## src/hw/rtl/rtnp_pkg.sv

```systemverilog
package rtnp_pkg;

  // configuration register indexes
  localparam logic [1:0] CFG_TEMPO_BPM        = 2'd0;
  localparam logic [1:0] CFG_DEFAULT_OCTAVE   = 2'd1;
  localparam logic [1:0] CFG_DEFAULT_DURATION = 2'd2;

  // one input item: a text character
  typedef struct packed {
    logic [7:0] char_code;
    logic       end_of_text;
  } rtnp_in_t;

  // one result item
  typedef struct packed {
    logic [13:0] freq_hz;
    logic [18:0] length_ms;
    logic        is_rest;
    logic        melody_end;
  } rtnp_out_t;

  // classified note handed from front to back
  typedef struct packed {
    logic [13:0] freq_hz;
    logic [5:0]  duration;
    logic        dotted;
    logic        is_rest;
    logic        melody_end;
  } rtnp_note_t;

  // back end status
  typedef struct packed {
    logic start;
    logic done;
  } rtnp_back_stat_t;

  // base octave tone table
  function automatic logic [9:0] tone_hz(input logic [3:0] idx);
    logic [9:0] hz;
    case (idx)
      4'd0:    hz = 10'd261;
      4'd1:    hz = 10'd277;
      4'd2:    hz = 10'd294;
      4'd3:    hz = 10'd311;
      4'd4:    hz = 10'd330;
      4'd5:    hz = 10'd349;
      4'd6:    hz = 10'd370;
      4'd7:    hz = 10'd392;
      4'd8:    hz = 10'd415;
      4'd9:    hz = 10'd440;
      4'd10:   hz = 10'd466;
      4'd11:   hz = 10'd494;
      4'd12:   hz = 10'd523;
      default: hz = 10'd0;
    endcase
    return hz;
  endfunction

  // table index of a..g without sharp
  function automatic logic [3:0] natural_idx(input logic [2:0] letter);
    logic [3:0] idx;
    case (letter)
      3'd0:    idx = 4'd9;
      3'd1:    idx = 4'd11;
      3'd2:    idx = 4'd0;
      3'd3:    idx = 4'd2;
      3'd4:    idx = 4'd4;
      3'd5:    idx = 4'd5;
      3'd6:    idx = 4'd7;
      default: idx = 4'd0;
    endcase
    return idx;
  endfunction

  // table index of a..g with sharp
  function automatic logic [3:0] sharp_idx(input logic [2:0] letter);
    logic [3:0] idx;
    case (letter)
      3'd0:    idx = 4'd10;
      3'd1:    idx = 4'd12;
      3'd2:    idx = 4'd1;
      3'd3:    idx = 4'd3;
      3'd4:    idx = 4'd5;
      3'd5:    idx = 4'd6;
      3'd6:    idx = 4'd8;
      default: idx = 4'd0;
    endcase
    return idx;
  endfunction

endpackage

```

## src/hw/rtl/rtnp_front.sv

```systemverilog
module rtnp_front (
  input  logic                clk_i,
  input  logic                rst_ni,
  input  logic                accept_i,
  input  rtnp_pkg::rtnp_in_t  char_i,
  input  logic [3:0]          default_octave_i,
  input  logic [5:0]          default_duration_i,
  output logic                note_push_o,
  output rtnp_pkg::rtnp_note_t note_o
);
  import rtnp_pkg::*;

  localparam logic [7:0] CharComma = 8'h2C;
  localparam logic [7:0] CharHash  = 8'h23;
  localparam logic [7:0] CharDot   = 8'h2E;
  localparam logic [7:0] CharZero  = 8'h30;
  localparam logic [7:0] CharNine  = 8'h39;
  localparam logic [7:0] CharA     = 8'h61;
  localparam logic [7:0] CharG     = 8'h67;
  localparam logic [7:0] CharP     = 8'h70;
  localparam logic [2:0] LetterRest = 3'd7;

  logic [5:0] dur_acc_q, dur_acc_d;
  logic [3:0] oct_acc_q, oct_acc_d;
  logic [2:0] letter_q, letter_d;
  logic       letter_seen_q, letter_seen_d;
  logic       sharp_q, sharp_d;
  logic       dot_q, dot_d;
  logic       oct_seen_q, oct_seen_d;

  logic       is_digit, is_letter, close;
  logic [3:0] digit;
  logic [9:0] dur_calc;
  logic [7:0] oct_calc;
  logic [3:0] oct_dflt, oct_use, tbl_idx;
  logic [2:0] oct_shift;
  logic [5:0] dur_use;

  // classify the character and update the note fields
  always_comb begin
    is_digit  = (char_i.char_code >= CharZero) && (char_i.char_code <= CharNine);
    is_letter = ((char_i.char_code >= CharA) && (char_i.char_code <= CharG)) ||
                (char_i.char_code == CharP);
    close     = char_i.end_of_text || (char_i.char_code == CharComma);
    digit     = char_i.char_code[3:0];
    dur_calc  = 10'(dur_acc_q) * 10'd10 + 10'(digit);
    oct_calc  = 8'(oct_acc_q) * 8'd10 + 8'(digit);

    dur_acc_d     = dur_acc_q;
    oct_acc_d     = oct_acc_q;
    letter_d      = letter_q;
    letter_seen_d = letter_seen_q;
    sharp_d       = sharp_q;
    dot_d         = dot_q;
    oct_seen_d    = oct_seen_q;

    if (is_digit) begin
      if (!letter_seen_q) begin
        dur_acc_d = (dur_calc > 10'd63) ? 6'd63 : dur_calc[5:0];
      end else begin
        oct_acc_d  = (oct_calc > 8'd15) ? 4'd15 : oct_calc[3:0];
        oct_seen_d = 1'b1;
      end
    end else if (is_letter) begin
      if (!letter_seen_q) begin
        letter_d      = (char_i.char_code == CharP) ? LetterRest
                                                    : 3'(char_i.char_code - CharA);
        letter_seen_d = 1'b1;
      end
    end else if (char_i.char_code == CharHash) begin
      sharp_d = 1'b1;
    end else if (char_i.char_code == CharDot) begin
      dot_d = 1'b1;
    end
  end

  // resolve octave, duration and tone of the closed note
  always_comb begin
    if (default_octave_i < 4'd4) begin
      oct_dflt = 4'd4;
    end else if (default_octave_i > 4'd8) begin
      oct_dflt = 4'd8;
    end else begin
      oct_dflt = default_octave_i;
    end
    if (oct_seen_d && (oct_acc_d >= 4'd4) && (oct_acc_d <= 4'd8)) begin
      oct_use = oct_acc_d;
    end else begin
      oct_use = oct_dflt;
    end
    oct_shift = 3'(oct_use - 4'd4);

    if (dur_acc_d != 6'd0) begin
      dur_use = dur_acc_d;
    end else if (default_duration_i != 6'd0) begin
      dur_use = default_duration_i;
    end else begin
      dur_use = 6'd1;
    end

    tbl_idx = sharp_d ? sharp_idx(letter_d) : natural_idx(letter_d);

    note_o.freq_hz    = '0;
    if (letter_seen_d && (letter_d != LetterRest)) begin
      note_o.freq_hz = 14'(tone_hz(tbl_idx)) << oct_shift;
    end
    note_o.duration   = dur_use;
    note_o.dotted     = dot_d;
    note_o.is_rest    = letter_seen_d && (letter_d == LetterRest);
    note_o.melody_end = char_i.end_of_text;
  end

  assign note_push_o = accept_i && close;

  // note field registers, cleared after each closed note
  always_ff @(posedge clk_i or negedge rst_ni) begin
    if (!rst_ni) begin
      dur_acc_q     <= '0;
      oct_acc_q     <= '0;
      letter_q      <= '0;
      letter_seen_q <= 1'b0;
      sharp_q       <= 1'b0;
      dot_q         <= 1'b0;
      oct_seen_q    <= 1'b0;
    end else if (accept_i) begin
      if (close) begin
        dur_acc_q     <= '0;
        oct_acc_q     <= '0;
        letter_q      <= '0;
        letter_seen_q <= 1'b0;
        sharp_q       <= 1'b0;
        dot_q         <= 1'b0;
        oct_seen_q    <= 1'b0;
      end else begin
        dur_acc_q     <= dur_acc_d;
        oct_acc_q     <= oct_acc_d;
        letter_q      <= letter_d;
        letter_seen_q <= letter_seen_d;
        sharp_q       <= sharp_d;
        dot_q         <= dot_d;
        oct_seen_q    <= oct_seen_d;
      end
    end
  end

endmodule

```

## src/hw/rtl/rtnp_queue.sv

```systemverilog
module rtnp_queue #(
  parameter int Depth = 2
) (
  input  logic                 clk_i,
  input  logic                 rst_ni,
  input  logic                 push_i,
  input  rtnp_pkg::rtnp_note_t data_i,
  input  logic                 pop_i,
  output rtnp_pkg::rtnp_note_t data_o,
  output logic                 full_o,
  output logic                 empty_o
);
  import rtnp_pkg::*;

  localparam int PtrW = (Depth > 1) ? $clog2(Depth) : 1;
  localparam int CntW = $clog2(Depth + 1);

  rtnp_note_t      mem_q [Depth];
  logic [PtrW-1:0] wr_ptr_q, rd_ptr_q;
  logic [CntW-1:0] cnt_q;

  assign full_o  = (cnt_q == CntW'(Depth));
  assign empty_o = (cnt_q == '0);
  assign data_o  = mem_q[rd_ptr_q];

  // storage write
  always_ff @(posedge clk_i) begin
    if (push_i) begin
      mem_q[wr_ptr_q] <= data_i;
    end
  end

  // pointers and fill count
  always_ff @(posedge clk_i or negedge rst_ni) begin
    if (!rst_ni) begin
      wr_ptr_q <= '0;
      rd_ptr_q <= '0;
      cnt_q    <= '0;
    end else begin
      if (push_i) begin
        wr_ptr_q <= (wr_ptr_q == PtrW'(Depth - 1)) ? '0 : wr_ptr_q + 1'b1;
      end
      if (pop_i) begin
        rd_ptr_q <= (rd_ptr_q == PtrW'(Depth - 1)) ? '0 : rd_ptr_q + 1'b1;
      end
      if (push_i && !pop_i) begin
        cnt_q <= cnt_q + 1'b1;
      end else if (pop_i && !push_i) begin
        cnt_q <= cnt_q - 1'b1;
      end
    end
  end

endmodule

```

## src/hw/rtl/rtnp_back.sv

```systemverilog
module rtnp_back (
  input  logic                    clk_i,
  input  logic                    rst_ni,
  input  logic [9:0]              tempo_bpm_i,
  input  logic                    note_empty_i,
  input  rtnp_pkg::rtnp_note_t    note_i,
  output logic                    note_pop_o,
  input  logic                    pop_i,
  output logic                    empty_o,
  output rtnp_pkg::rtnp_out_t     out_o,
  output rtnp_pkg::rtnp_back_stat_t stat_o
);
  import rtnp_pkg::*;

  localparam logic [1:0] StIdle = 2'd0;
  localparam logic [1:0] StDiv1 = 2'd1;
  localparam logic [1:0] StDiv2 = 2'd2;
  localparam logic [1:0] StDone = 2'd3;
  localparam logic [15:0] MsPerMinute = 16'd60000;

  logic [1:0]  state_q, state_d;
  logic [3:0]  step_q;
  logic [15:0] dvd_q;
  logic [9:0]  dvs_q;
  logic [9:0]  rem_q;
  rtnp_note_t  note_q;
  logic        out_valid_q;
  rtnp_out_t   out_q;

  logic        start, slot_free, load_out, qbit;
  logic [10:0] rem_sh;
  logic [9:0]  rem_nx;
  logic [9:0]  tempo_eff;
  logic [18:0] len;

  assign tempo_eff = (tempo_bpm_i == '0) ? 10'd1 : tempo_bpm_i;
  assign slot_free = !out_valid_q || pop_i;
  assign start     = (state_q == StIdle) && !note_empty_i;
  assign load_out  = (state_q == StDone) && slot_free;
  assign note_pop_o = start;

  // one restoring division step
  always_comb begin
    rem_sh = {rem_q, dvd_q[15]};
    qbit   = (rem_sh >= {1'b0, dvs_q});
    rem_nx = qbit ? 10'(rem_sh - {1'b0, dvs_q}) : rem_sh[9:0];
  end

  // length with dot extension: q*4 plus q*2
  assign len = {1'b0, dvd_q, 2'b00} + (note_q.dotted ? {2'b00, dvd_q, 1'b0} : 19'd0);

  // sequencer
  always_comb begin
    state_d = state_q;
    case (state_q)
      StIdle: if (start) state_d = StDiv1;
      StDiv1: if (step_q == 4'd15) state_d = StDiv2;
      StDiv2: if (step_q == 4'd15) state_d = StDone;
      StDone: if (slot_free) state_d = StIdle;
      default: state_d = StIdle;
    endcase
  end

  always_ff @(posedge clk_i or negedge rst_ni) begin
    if (!rst_ni) begin
      state_q     <= StIdle;
      step_q      <= '0;
      out_valid_q <= 1'b0;
    end else begin
      state_q <= state_d;
      if ((state_q == StDiv1) || (state_q == StDiv2)) begin
        step_q <= step_q + 1'b1;
      end else begin
        step_q <= '0;
      end
      if (load_out) begin
        out_valid_q <= 1'b1;
      end else if (pop_i) begin
        out_valid_q <= 1'b0;
      end
    end
  end

  // divider datapath, quotient shifts into the dividend register
  always_ff @(posedge clk_i) begin
    if (start) begin
      note_q <= note_i;
      dvd_q  <= MsPerMinute;
      dvs_q  <= tempo_eff;
      rem_q  <= '0;
    end else if ((state_q == StDiv1) && (step_q == 4'd15)) begin
      dvd_q <= {dvd_q[14:0], qbit};
      dvs_q <= {4'd0, note_q.duration};
      rem_q <= '0;
    end else if ((state_q == StDiv1) || (state_q == StDiv2)) begin
      dvd_q <= {dvd_q[14:0], qbit};
      rem_q <= rem_nx;
    end
  end

  // result register
  always_ff @(posedge clk_i) begin
    if (load_out) begin
      out_q.freq_hz    <= note_q.freq_hz;
      out_q.length_ms  <= len;
      out_q.is_rest    <= note_q.is_rest;
      out_q.melody_end <= note_q.melody_end;
    end
  end

  assign empty_o      = !out_valid_q;
  assign out_o        = out_q;
  assign stat_o.start = start;
  assign stat_o.done  = load_out;

endmodule

```

## src/hw/rtl/ringtone_note_parser_unit.sv

```systemverilog
// Ringtone note parser: takes the note section of a ringtone text one
// character per item and gives one result item per closed note.
// Input channel: push / full. A character is taken when push is high and
// full is low; up to one character per cycle while the note queue has room.
// Result channel: empty / pop. The oldest result sits on out_data_o while
// empty is low and leaves on a cycle with pop high.
// Config channel: cfg_valid_i / cfg_ready_o, always ready; index 0 tempo,
// 1 default octave, 2 default duration. Write only while the block is idle.
// Result path: the closing character (comma or end of text) puts a note
// into the note queue, then a shared one-bit-per-cycle divider runs 16
// steps for 60000/tempo and 16 steps for the division by duration, then
// the result is registered in the result register. The divider takes a
// new note only after it has finished the last; characters are taken
// every cycle until QueueDepth closed notes wait.
// When the receiver stalls, the held result blocks the divider, the queue
// fills and full rises. Reset empties the queue and result register and
// loads tempo 63, default octave 6, default duration 4.
module ringtone_note_parser_unit #(
  parameter int QueueDepth = 2
) (
  input  logic                clk_i,
  input  logic                rst_ni,
  input  logic                push,
  output logic                full,
  input  rtnp_pkg::rtnp_in_t  in_data_i,
  output logic                empty,
  input  logic                pop,
  output rtnp_pkg::rtnp_out_t out_data_o,
  input  logic                cfg_valid_i,
  output logic                cfg_ready_o,
  input  logic [1:0]          cfg_index_i,
  input  logic [9:0]          cfg_data_i
);
  import rtnp_pkg::*;

  logic [9:0] tempo_q;
  logic [3:0] def_oct_q;
  logic [5:0] def_dur_q;

  logic            accept, q_push, q_pop, q_full, q_empty;
  rtnp_note_t      note_in, note_out;
  rtnp_back_stat_t bk_stat;

  assign cfg_ready_o = 1'b1;
  assign accept      = push && !q_full;
  assign full        = q_full;

  // configuration registers
  always_ff @(posedge clk_i or negedge rst_ni) begin
    if (!rst_ni) begin
      tempo_q   <= 10'd63;
      def_oct_q <= 4'd6;
      def_dur_q <= 6'd4;
    end else if (cfg_valid_i && cfg_ready_o) begin
      case (cfg_index_i)
        CFG_TEMPO_BPM:        tempo_q   <= cfg_data_i;
        CFG_DEFAULT_OCTAVE:   def_oct_q <= cfg_data_i[3:0];
        CFG_DEFAULT_DURATION: def_dur_q <= cfg_data_i[5:0];
        default: ;
      endcase
    end
  end

  rtnp_front u_front (
    .clk_i              (clk_i),
    .rst_ni             (rst_ni),
    .accept_i           (accept),
    .char_i             (in_data_i),
    .default_octave_i   (def_oct_q),
    .default_duration_i (def_dur_q),
    .note_push_o        (q_push),
    .note_o             (note_in)
  );

  rtnp_queue #(
    .Depth (QueueDepth)
  ) u_queue (
    .clk_i   (clk_i),
    .rst_ni  (rst_ni),
    .push_i  (q_push),
    .data_i  (note_in),
    .pop_i   (q_pop),
    .data_o  (note_out),
    .full_o  (q_full),
    .empty_o (q_empty)
  );

  rtnp_back u_back (
    .clk_i        (clk_i),
    .rst_ni       (rst_ni),
    .tempo_bpm_i  (tempo_q),
    .note_empty_i (q_empty),
    .note_i       (note_out),
    .note_pop_o   (q_pop),
    .pop_i        (pop),
    .empty_o      (empty),
    .out_o        (out_data_o),
    .stat_o       (bk_stat)
  );

`ifndef SYNTH
  // back end only starts on a waiting note
  a_start_needs_note: assert property (@(posedge clk_i) disable iff (!rst_ni)
    bk_stat.start |-> !q_empty)
    else $error("back end started with an empty note queue");

  // a result appears only after the divider has finished
  a_result_after_done: assert property (@(posedge clk_i) disable iff (!rst_ni)
    $fell(empty) |-> $past(bk_stat.done))
    else $error("result appeared without a finished division");

  // a rest never carries a tone
  a_rest_silent: assert property (@(posedge clk_i) disable iff (!rst_ni)
    (!empty && out_data_o.is_rest) |-> (out_data_o.freq_hz == '0))
    else $error("rest result with nonzero frequency");
`endif

endmodule
```

## config.mk

```make
export PLATFORM = sky130hd
export DESIGN_NAME = ringtone_note_parser_unit
export DESIGN_NICKNAME = d
export VERILOG_FILES = /design/src/hw/rtl/rtnp_pkg.sv /design/src/hw/rtl/rtnp_front.sv /design/src/hw/rtl/rtnp_queue.sv /design/src/hw/rtl/rtnp_back.sv /design/src/hw/rtl/ringtone_note_parser_unit.sv
export SDC_FILE = /design/constraint.sdc
export NUM_CORES = 1
export LEC_CHECK = 0
export BUFFER_PORTS_ARGS = -buffer_cell sky130_fd_sc_hd__buf_2
export CELL_PAD_IN_SITES_DETAIL_PLACEMENT = 1
export CELL_PAD_IN_SITES_GLOBAL_PLACEMENT = 2
export CORE_MARGIN = 4
export CORE_UTILIZATION = 45
export DETAILED_ROUTE_END_ITERATION = 16
export GPL_TIMING_DRIVEN = 0
export PLACE_DENSITY_LB_ADDON = 0.12
export SYNTH_ARGS = -nofsm -noshare
export SYNTH_HDL_FRONTEND = slang
export SYNTH_SLANG_ARGS = --single-unit
```

## constraint.sdc

```tcl
create_clock -name clk_i -period 10.65 [get_ports clk_i]
set_clock_uncertainty 0.1 [all_clocks]
set_input_delay 2.13 -clock clk_i [delete_from_list [all_inputs] [get_ports clk_i]]
set_output_delay 2.13 -clock clk_i [all_outputs]
set_load 0.01 [all_outputs]
```

# Yosys cells after proc, flatten, opt, wreduce, memory -nomap -nowiden
# Memory sizes are Yosys's and may differ from the RTL's. A register that Yosys moved wholly into a read port is not among the register bits.
# Index checks and enable logic that the tools add are counted.
# totals
register_bits	119
latchBits	0
ramBits	46
rom_bits	160
elab_cells	170
mem_count	2
# mem_list
name	depth	width	read_ports	rd_ports_with_merged_regs	wr	line_no	rtl
(name not given)	16	10	1	0	0	rtnp_pkg.sv:40	case (idx)
u_queue.mem_q	2	23	1	1	1	rtnp_queue.sv:18	rtnp_note_t mem_q [Depth];
# op_classes
n_addsub	11
mul	2
div_mod_pow	0
n_lt_le_gt_ge	11
n_eq_ne	23
n_shift	1
mux	59
bitwise	0
n_reduce_logical	38
# ops
op	n
10-bit two-way mux	5
6-bit two-way mux	6
16-bit two-way mux	2
4-bit case mux with 7 select lines	1
8-bit by 6-bit equality test with 1-bit output (second input constant)	3
3-bit two-way mux	8
4-bit two-way mux	6
4-bit case mux with 6 select lines	1
1-bit two-way mux	21
18-bit by 19-bit adder with 19-bit output	1
17-bit two-way mux	1
14-bit two-way mux	1
10-bit by 3-bit << shifter with 14-bit output	1
1-bit logical AND	13
3-bit equality test (second input constant)	4
2-bit two-way mux	6
6-bit nonzero test	2
11-bit by 10-bit >= comparator with 1-bit output	1
10-bit by 4-bit adder with 10-bit output	1
10-bit by 6-bit greater-than comparator with 1-bit output (second input constant)	1
10-bit zero test	1
10-bit subtractor	1
6-bit by 3-bit multiplier with 9-bit output (second input constant)	1
8-bit by 4-bit adder with 8-bit output	1
34 further kinds	56

# Depth between registers and ports, before layout
# Gate-level depths: netlist of run 1.
# depth
word_depth	13
depth_mapped	16
depth_no_buf	15

# Modules after synthesis
# From an unflattened synthesis of run 1, not the netlist that was laid out.
# unflattened
hier_cells	921
area_unflattened_um2	10433.8
# by_module_without_submodules
mod	n_inst	cells_each	area_per_inst_um2	seq_area_each_um2
rtnp_back	1	421	4838.4	2707.6
rtnp_front	1	365	2849.0	425.4
rtnp_queue	1	88	1949.4	1481.4
ringtone_note_parser_unit	1	47	797.0	511.7

# Worst setup path after synthesis of run 1
# OpenSTA, ideal clock, no wires.
# synth_timing
kind	input-to-reg
start	input port in_data_i[1] in the netlist's numbering
end	memory u_queue.mem_q[0][16] in the netlist's numbering, data pin
setup_ps	267
arrival_time_ps	5229
required_ps	10283
slack_ps	5054
stages	15
path_cell_list	inv_1 -> ha_1 -> nor4b_4 -> a2111oi_4 -> mux2i_1 -> nor2_1 -> nor4_1 -> a211o_1 -> inv_1 -> ha_1 -> nor3_2 -> a211oi_2 -> mux2_1 -> mux2i_1 -> o22ai_1
# synth_rtl
element	line_no	rtl
from (decl)	ringtone_note_parser_unit.sv:25	input rtnp_pkg::rtnp_in_t in_data_i,
to (decl)	rtnp_queue.sv:18	

==> metrics, run 1 <==
Die Width 157 um; detailed-placement wirelength estimate 17.3 mm; CP Max Fanout 7; Peak Freq 163 MHz; post-cts sizing count 0; vias post-DR 6942; total CTS buffers 17; CP top delay family compound AO/OA/AOI/OAI gates; critical path launch point type input port; Mapped Area 0.0100 mm2; Syn Nets 964; mux cell area share after synthesis 8.64%; critical path, cell by cell buf_2, inv_1, ha_1, nor4b_4, a2111oi_4, mux2i_1, nor2_1, nor4_1, a211o_1, ha_1, a221oi_1, a211oi_1, a21oi_1, mux2i_1, a211oi_1; worst path arrival time 6.25 ns; area share of the largest cell type after synthesis 33.9%; antenna diode count 0; DR iter-0 viols 338; antenna-violating nets left 0; pwr dens 280 mW/mm2; hold depth 0; worst-skew pair later-pin latency 0.43 ns; Buf/Inv on CP 2; Die ar. 0.0247 mm2; all-layer global routing usage 19.7%; # port buffers 60; Leakage 4.76 nW; RD Place Congestion 0.839; Crit. path cell count 15; slowest CP cell mux2i_1; Core Rows 54; Final #Nets 1044; Final min period 6.13 ns; vias in the first global route 7359; largest net degree at the start of global routing 49; Root Buffer clkbuf_16; final wirelength 23.5 mm; CTS Hold Bufs 0; CTS tree done; Worst-Margin Slew 1.18 ns; top cells by count, synth edfxtp_1, nor2_1, nand2_1; crit share post-route 57.5%; Min Hold Slack 0.328 ns; first-pass GRT wire length 38.6 mm; Synth cell types 88; number of flops mapped to enable cells by yosys 113; # IOs 64; Slew Limit Fails 0; sequential area share after synthesis 51.2%; Async S/R FF share, synth 25.7%; Worst setup EP type flop; Max-Cap Viols 0; Synth-to-Final Area Change 13.1%; R2R depth 11; RSZ-0062 raised after global routing false; ratio of cells with drive above 1 in the final layout 18.7%; Synth Area in XOR/XNOR 2.71%; CP required 10.77 ns; # DRC 0; Clock Tree Buf Depth 2; initial antenna violation count 0; Starting Density 45.8%; CP peak stage delay 0.63 ns; status finished clean; Simple-Gate Fraction of Synth Area 13.4%; Die Y 157 um; Clock transition at path regs 0.07 ns; via density per instance 5.57; Worst slew margin 21.6%; complex-gate fraction of the synthesized area 12.4%; gr ovfl total 0; top_reg_cell synth edfxtp_1; core area 0.0219 mm2; First-pass DRT Iterations 4; H-tree depth 4; synth warn 0; leading area contributor after synthesis edfxtp_1; area share of fa/ha/maj cells after synthesis 8.57%; VDD IR max 0.0000922 V; Min-Delay Path Class flop to flop; critical path class input port to flop; most numerous cell in the Yosys netlist edfxtp_1; Post-Syn Instances 873; # setup viols final 0; Area contributors post-synth edfxtp_1, dfrtp_1, ha_1, dfxtp_1, mux2_2; setup tns final 0 ns; Yosys reg bits 187; Tot Pwr 3.18 mW; final core occ 51.8%; Post-CTS Repair Setup Buffers 0; clk sink count 187; mean routed wirelength per cell 18.9 um; main combinational cell family by area after synthesis simple AND/OR/NAND/NOR gates; final hold vios 0; Mapped Avg Cell Area 11.5 um2
[worst paths after layout]
check	from	endpoint	slack (ns)
hold reg to reg	u_back.note_q[21]	u_back.out_o[33]	0.33
setup / recovery	in_data_i[1]	u_queue.mem_q[1][13]	4.52
hold / removal	u_back.note_q[21]	u_back.out_o[33]	0.33
max in group asynchronous	rst_ni	def_dur_q[0]	7.89
min in group asynchronous	rst_ni	u_front.sharp_q	1.82
setup reg to reg	u_front.oct_acc_q[1]	u_queue.mem_q[0][15]	5.92
[stage by stage]
stage / area [um2] / setup WS [ns] / instances
after global routing: 11300 / 4.28 / 1246
after CTS: 11300 / 4.59 / 1246
after floorplan: 10000 / 5.05 / 873
after detailed placement: 10700 / 4.24 / 1214
after global placement: 10700 / 4.37 / 1213
final: 11300 / 4.52 / 1246
[flip-flops by register name (all words and copies together), names as in the netlist]
register and cells:
u_front.dur_acc_q 6, u_front.sharp_q 1, def_oct_q 4, u_queue.wr_ptr_q 1, u_queue.rd_ptr_q 1, u_back.dvs_q 10, u_front.letter_seen_q 1, u_queue.cnt_q 2
u_front.letter_q 3, u_back.out_o 34, u_back.dvd_q 16, u_front.oct_acc_q 4, u_queue.mem_q 46, u_back.step_q 4, u_front.oct_seen_q 1, u_back.note_q 23
u_back.state_q 2, def_dur_q 6, tempo_q 10, u_front.dot_q 1, u_back.rem_q 10, u_back.out_valid_q 1
[final cells by class]
| type | instances | area (um2) |
|---|---|---|
| clock buffers | 17 | 425 |
| inverters | 45 | 169 |
| clock inverters | 15 | 221 |
| flip-flops and latches | 187 | 5130 |
| well taps | 280 | 350 |
| fillers | 2364 | 10600 |
| multi-input cells | 614 | 4590 |
| plain buffers | 27 | 143 |
| repair buffers | 61 | 312 |
[where the power goes]
part | leakage, nW | switching [mW] | internal, mW | total [mW]
registers | 1.87 | 0.123 | 1.07 | 1.20
logic | 2.58 | 0.751 | 0.530 | 1.28
clock network | 0.309 | 0.280 | 0.417 | 0.697
[cell usage in the layout, fill, tap and decap left out, types with 17 or more instances in the layout]
cell type and n:
nand2_1 67, buf_2 65, dfrtp_1 39, clkbuf_16 17, and2_1 26, nor2_1 73
a211oi_1 18, mux2_2 44, ha_1 59, a21oi_1 48, o21ai_0 20, inv_1 44
edfxtp_1 113, dfxtp_1 26, mux2i_1 33, xnor2_1 18
[metal layers]
metal	GRT usage, %	part of all wire, %	routed length (um)	vias to the layer above
li1	-	-	-	3350
met1	24.4	44	10400	3476
met2	35.7	52	12300	91
met3	3.05	2.0	470	25
met4	5.69	1.5	349	0
met5	0	0	0	-
[cells by family (layout without fill, tap and decap cells)]
| logic type | count (synthesis) | in the layout |
|---|---|---|
| other cells | 2 | 2 |
| mux | 80 | 80 |
| simple gates | 259 | 259 |
| fa+ha+maj | 65 | 65 |
| buf+inv | 72 | 165 |
| xor+xnor | 31 | 31 |
| compound gates | 177 | 177 |
| flops | 187 | 187 |
Power figures use the tool's default switching activity.
==> inputs of run 2 (changes only) <==
--- a/config.mk
+++ b/config.mk
@@ -9,7 +9,7 @@
 export CELL_PAD_IN_SITES_DETAIL_PLACEMENT = 1
 export CELL_PAD_IN_SITES_GLOBAL_PLACEMENT = 2
 export CORE_MARGIN = 4
-export CORE_UTILIZATION = 45
+export CORE_UTILIZATION = 42
 export DETAILED_ROUTE_END_ITERATION = 16
 export GPL_TIMING_DRIVEN = 0
 export PLACE_DENSITY_LB_ADDON = 0.12
==> constraint.sdc (replaced) <==
create_clock -name clk_i -period 6.25 [get_ports clk_i]
set_clock_uncertainty 0.1 [all_clocks]
set_input_delay 1.25 -clock clk_i [delete_from_list [all_inputs] [get_ports clk_i]]
set_output_delay 1.25 -clock clk_i [all_outputs]
set_load 0.01 [all_outputs]
==> metrics, run 2 (same netlist as run 1, synthesis figures left out) <==
first-pass GRT wire length 38.8 mm (+0.41%); clk sink count 187 (unchanged); max FFs per register 46 (unchanged); Root Buffer clkbuf_16; ratio of cells with drive above 1 in the final layout 18.4% (-0.31 points); critical path launch point type input port; total CTS buffers 17 (unchanged); RSZ-0062 raised after global routing false; via density per instance 5.36 (-3.7%); core area 0.0235 mm2 (+7.2%); commonest non-fill, non-tap cells in the layout edfxtp_1, nor2_1, nand2_1, buf_2, ha_1; # setup viols final 0 (unchanged); RR Startpoint u_front.oct_acc_q[3]; Worst setup EP type flop; Final min period 5.20 ns; Clock transition at path regs 0.06 ns (about the same); Worst-Margin Slew 1.20 ns (+0.0211 ns); largest net degree at the start of global routing 49 (unchanged); clock share of power 20.3% (-1.7 points); Synth-to-Final Area Change 13.1% (about the same); # IOs 64 (unchanged); Die Width 162 um (+3.3%); min-delay src u_back.note_q[13]; combinational power share 41.1% (+0.8 points); Post-CTS Repair Setup Buffers 0 (unchanged); Min-Delay Path Class flop to flop; First-pass DRT Iterations 5 (+1); Min Hold Slack 0.320 ns (-0.00849 ns); CP Max Fanout 7 (unchanged); worst-skew pair later-pin latency 0.43 ns (about the same); setup tns final 0 ns (unchanged); Die Y 162 um (+3.3%); antenna-violating nets left 0 (unchanged); RD Place Congestion 0.807 (-3.9%); Slew Limit Fails 0 (unchanged); Int Power 3.35 mW (+66%); CTS Hold Bufs 0 (unchanged); H-tree depth 4 (unchanged); final core occ 48.2% (-3.5 points); R2R Path End u_queue.mem_q[0][15]; gr ovfl total 0 (unchanged); CTS tree done; vias post-DR 6893 (-0.71%); Leakage 4.74 nW (-0.60%); status finished clean; final wirelength 23.3 mm (-0.91%); Max-Cap Viols 0 (unchanged); mean routed wirelength per cell 18.1 um (-3.9%); Hold Crit Endpoint u_back.out_o[25]; Psw 1.93 mW (+68%); all-layer global routing usage 18.2% (-1.5 points); crit share post-route 83.2%; final hold vios 0 (unchanged); CP required 6.30 ns (-4.47 ns); Biggest register u_queue.mem_q; vias in the first global route 7519 (+2.2%); initial antenna violation count 0 (unchanged); critical path class input port to flop; antenna diode count 0 (unchanged); # port buffers 60 (unchanged); reg2reg setup slack 1.62 ns (-4.30 ns); Clock Tree Buf Depth 2 (unchanged); VDD IR max 0.000213 V (+130%); most common cell after layout, fill and taps aside edfxtp_1; Die ar. 0.0264 mm2 (+6.8%); Final #Nets 1044 (unchanged); pwr dens 467 mW/mm2 (+67%); Reg power frac 38.6% (+0.9 points); post-cts sizing count 0 (unchanged); Core Rows 56 (+3.7%); # DRC 0 (unchanged); worst path arrival time 5.25 ns (-1.00 ns); Peak Freq 192 MHz; Worst slew margin 20.2% (-1.4 points); detailed-placement wirelength estimate 17.5 mm (+0.88%); switching fraction of total power 36.6% (+0.24 points); DR iter-0 viols 351 (+3.8%); Cell Count, Final, Fillers Out 1285 (+3.1%); Placed Cells 1253 (+3.2%); R2R depth 11 (unchanged); hold depth 0 (unchanged); Starting Density 42.7% (-3.1 points)
[run 2: cell types whose count changed in the layout (fill, tap and decap cells not counted)]
cell        before  now
buf_4            3    4
buf_6            4    3
bufinv_16        5    1
clkbuf_1        14   17
clkbuf_16       17   19
clkbuf_8         0    2
clkinv_2         2    1
clkinv_4         2    0
clkinvlp_2       1    0
clkinvlp_4       2    3
inv_6            1    2
inv_8            1    0
[run 2: layout make-up]
| class | count | area (um2) |
|---|---|---|
| Clock inverter | 8 | 78.8 |
| Sequential cell | 187 | 5130 |
| Tap cell | 319 | 399 |
| Timing Repair Buffer | 61 | 308 |
| Clock buffer | 24 | 514 |
| Buffer | 27 | 143 |
| Fill cell | 2526 | 12100 |
| Inverter | 45 | 169 |
| Multi-Input combinational cell | 614 | 4590 |
[run 2: how the worst max path moves through the flow]
stage	slack, ns	start	endpoint	depth (start not counted)
6_report	1.05	in_data_i[1]	u_queue.mem_q[1][16]	16
5_1_grt	0.73	in_data_i[1]	u_queue.mem_q[1][13]	15
4_1_cts	1.05	in_data_i[1]	u_queue.mem_q[0][16]	16
3_5_place_dp	0.62	in_data_i[1]	u_queue.mem_q[1][13]	15
3_3_place_gp	0.82	in_data_i[1]	u_queue.mem_q[0][13]	15
2_1_floorplan	1.53	in_data_i[1]	u_queue.mem_q[0][16]	15
[run 2: power groups by stage]
stage          logic (mW)  clock network, mW  registers, mW
6_report             2.17               1.07           2.04
5_1_grt              2.46               1.15           2.09
4_1_cts              2.21               1.11           2.05
3_5_place_dp         2.19                  0           2.07
3_3_place_gp         2.09                  0           2.05
2_1_floorplan        1.57                  0           2.04
[run 2: worst max-delay path, stage by stage]
cell	delay (ns)
buf_2	0.14
inv_1	0.12
ha_1	0.33
nor4b_4	0.18
a2111oi_4	0.62
mux2i_1	0.66
nor2_1	0.20
nor4_1	0.23
a211o_1	0.19
inv_1	0.07
ha_1	0.22
nor3_2	0.21
a211oi_2	0.08
mux2_1	0.34
mux2i_1	0.25
o22ai_1	0.15
[run 2: stage by stage]
stage          instance area (um2)  worst slack, ns  total power [mW]
4_1_cts                      11300             1.05              5.36
3_3_place_gp                 10700            0.822              4.14
3_5_place_dp                 10700            0.625              4.26
6_report                     11300             1.05              5.29
2_1_floorplan                10000             1.53              3.61
5_1_grt                      11300            0.733              5.70
[run 2: per-layer routing]
layer | wire length (um) | GRT usage [%] | vias to the layer above | part of all wire (%)
met5 | 0 | 0 | - | 0
met4 | 415 | 5.42 | 0 | 1.8
met3 | 601 | 2.96 | 31 | 2.6
met2 | 11900 | 32.2 | 107 | 51
met1 | 10400 | 23.1 | 3407 | 44
li1 | - | - | 3348 | -
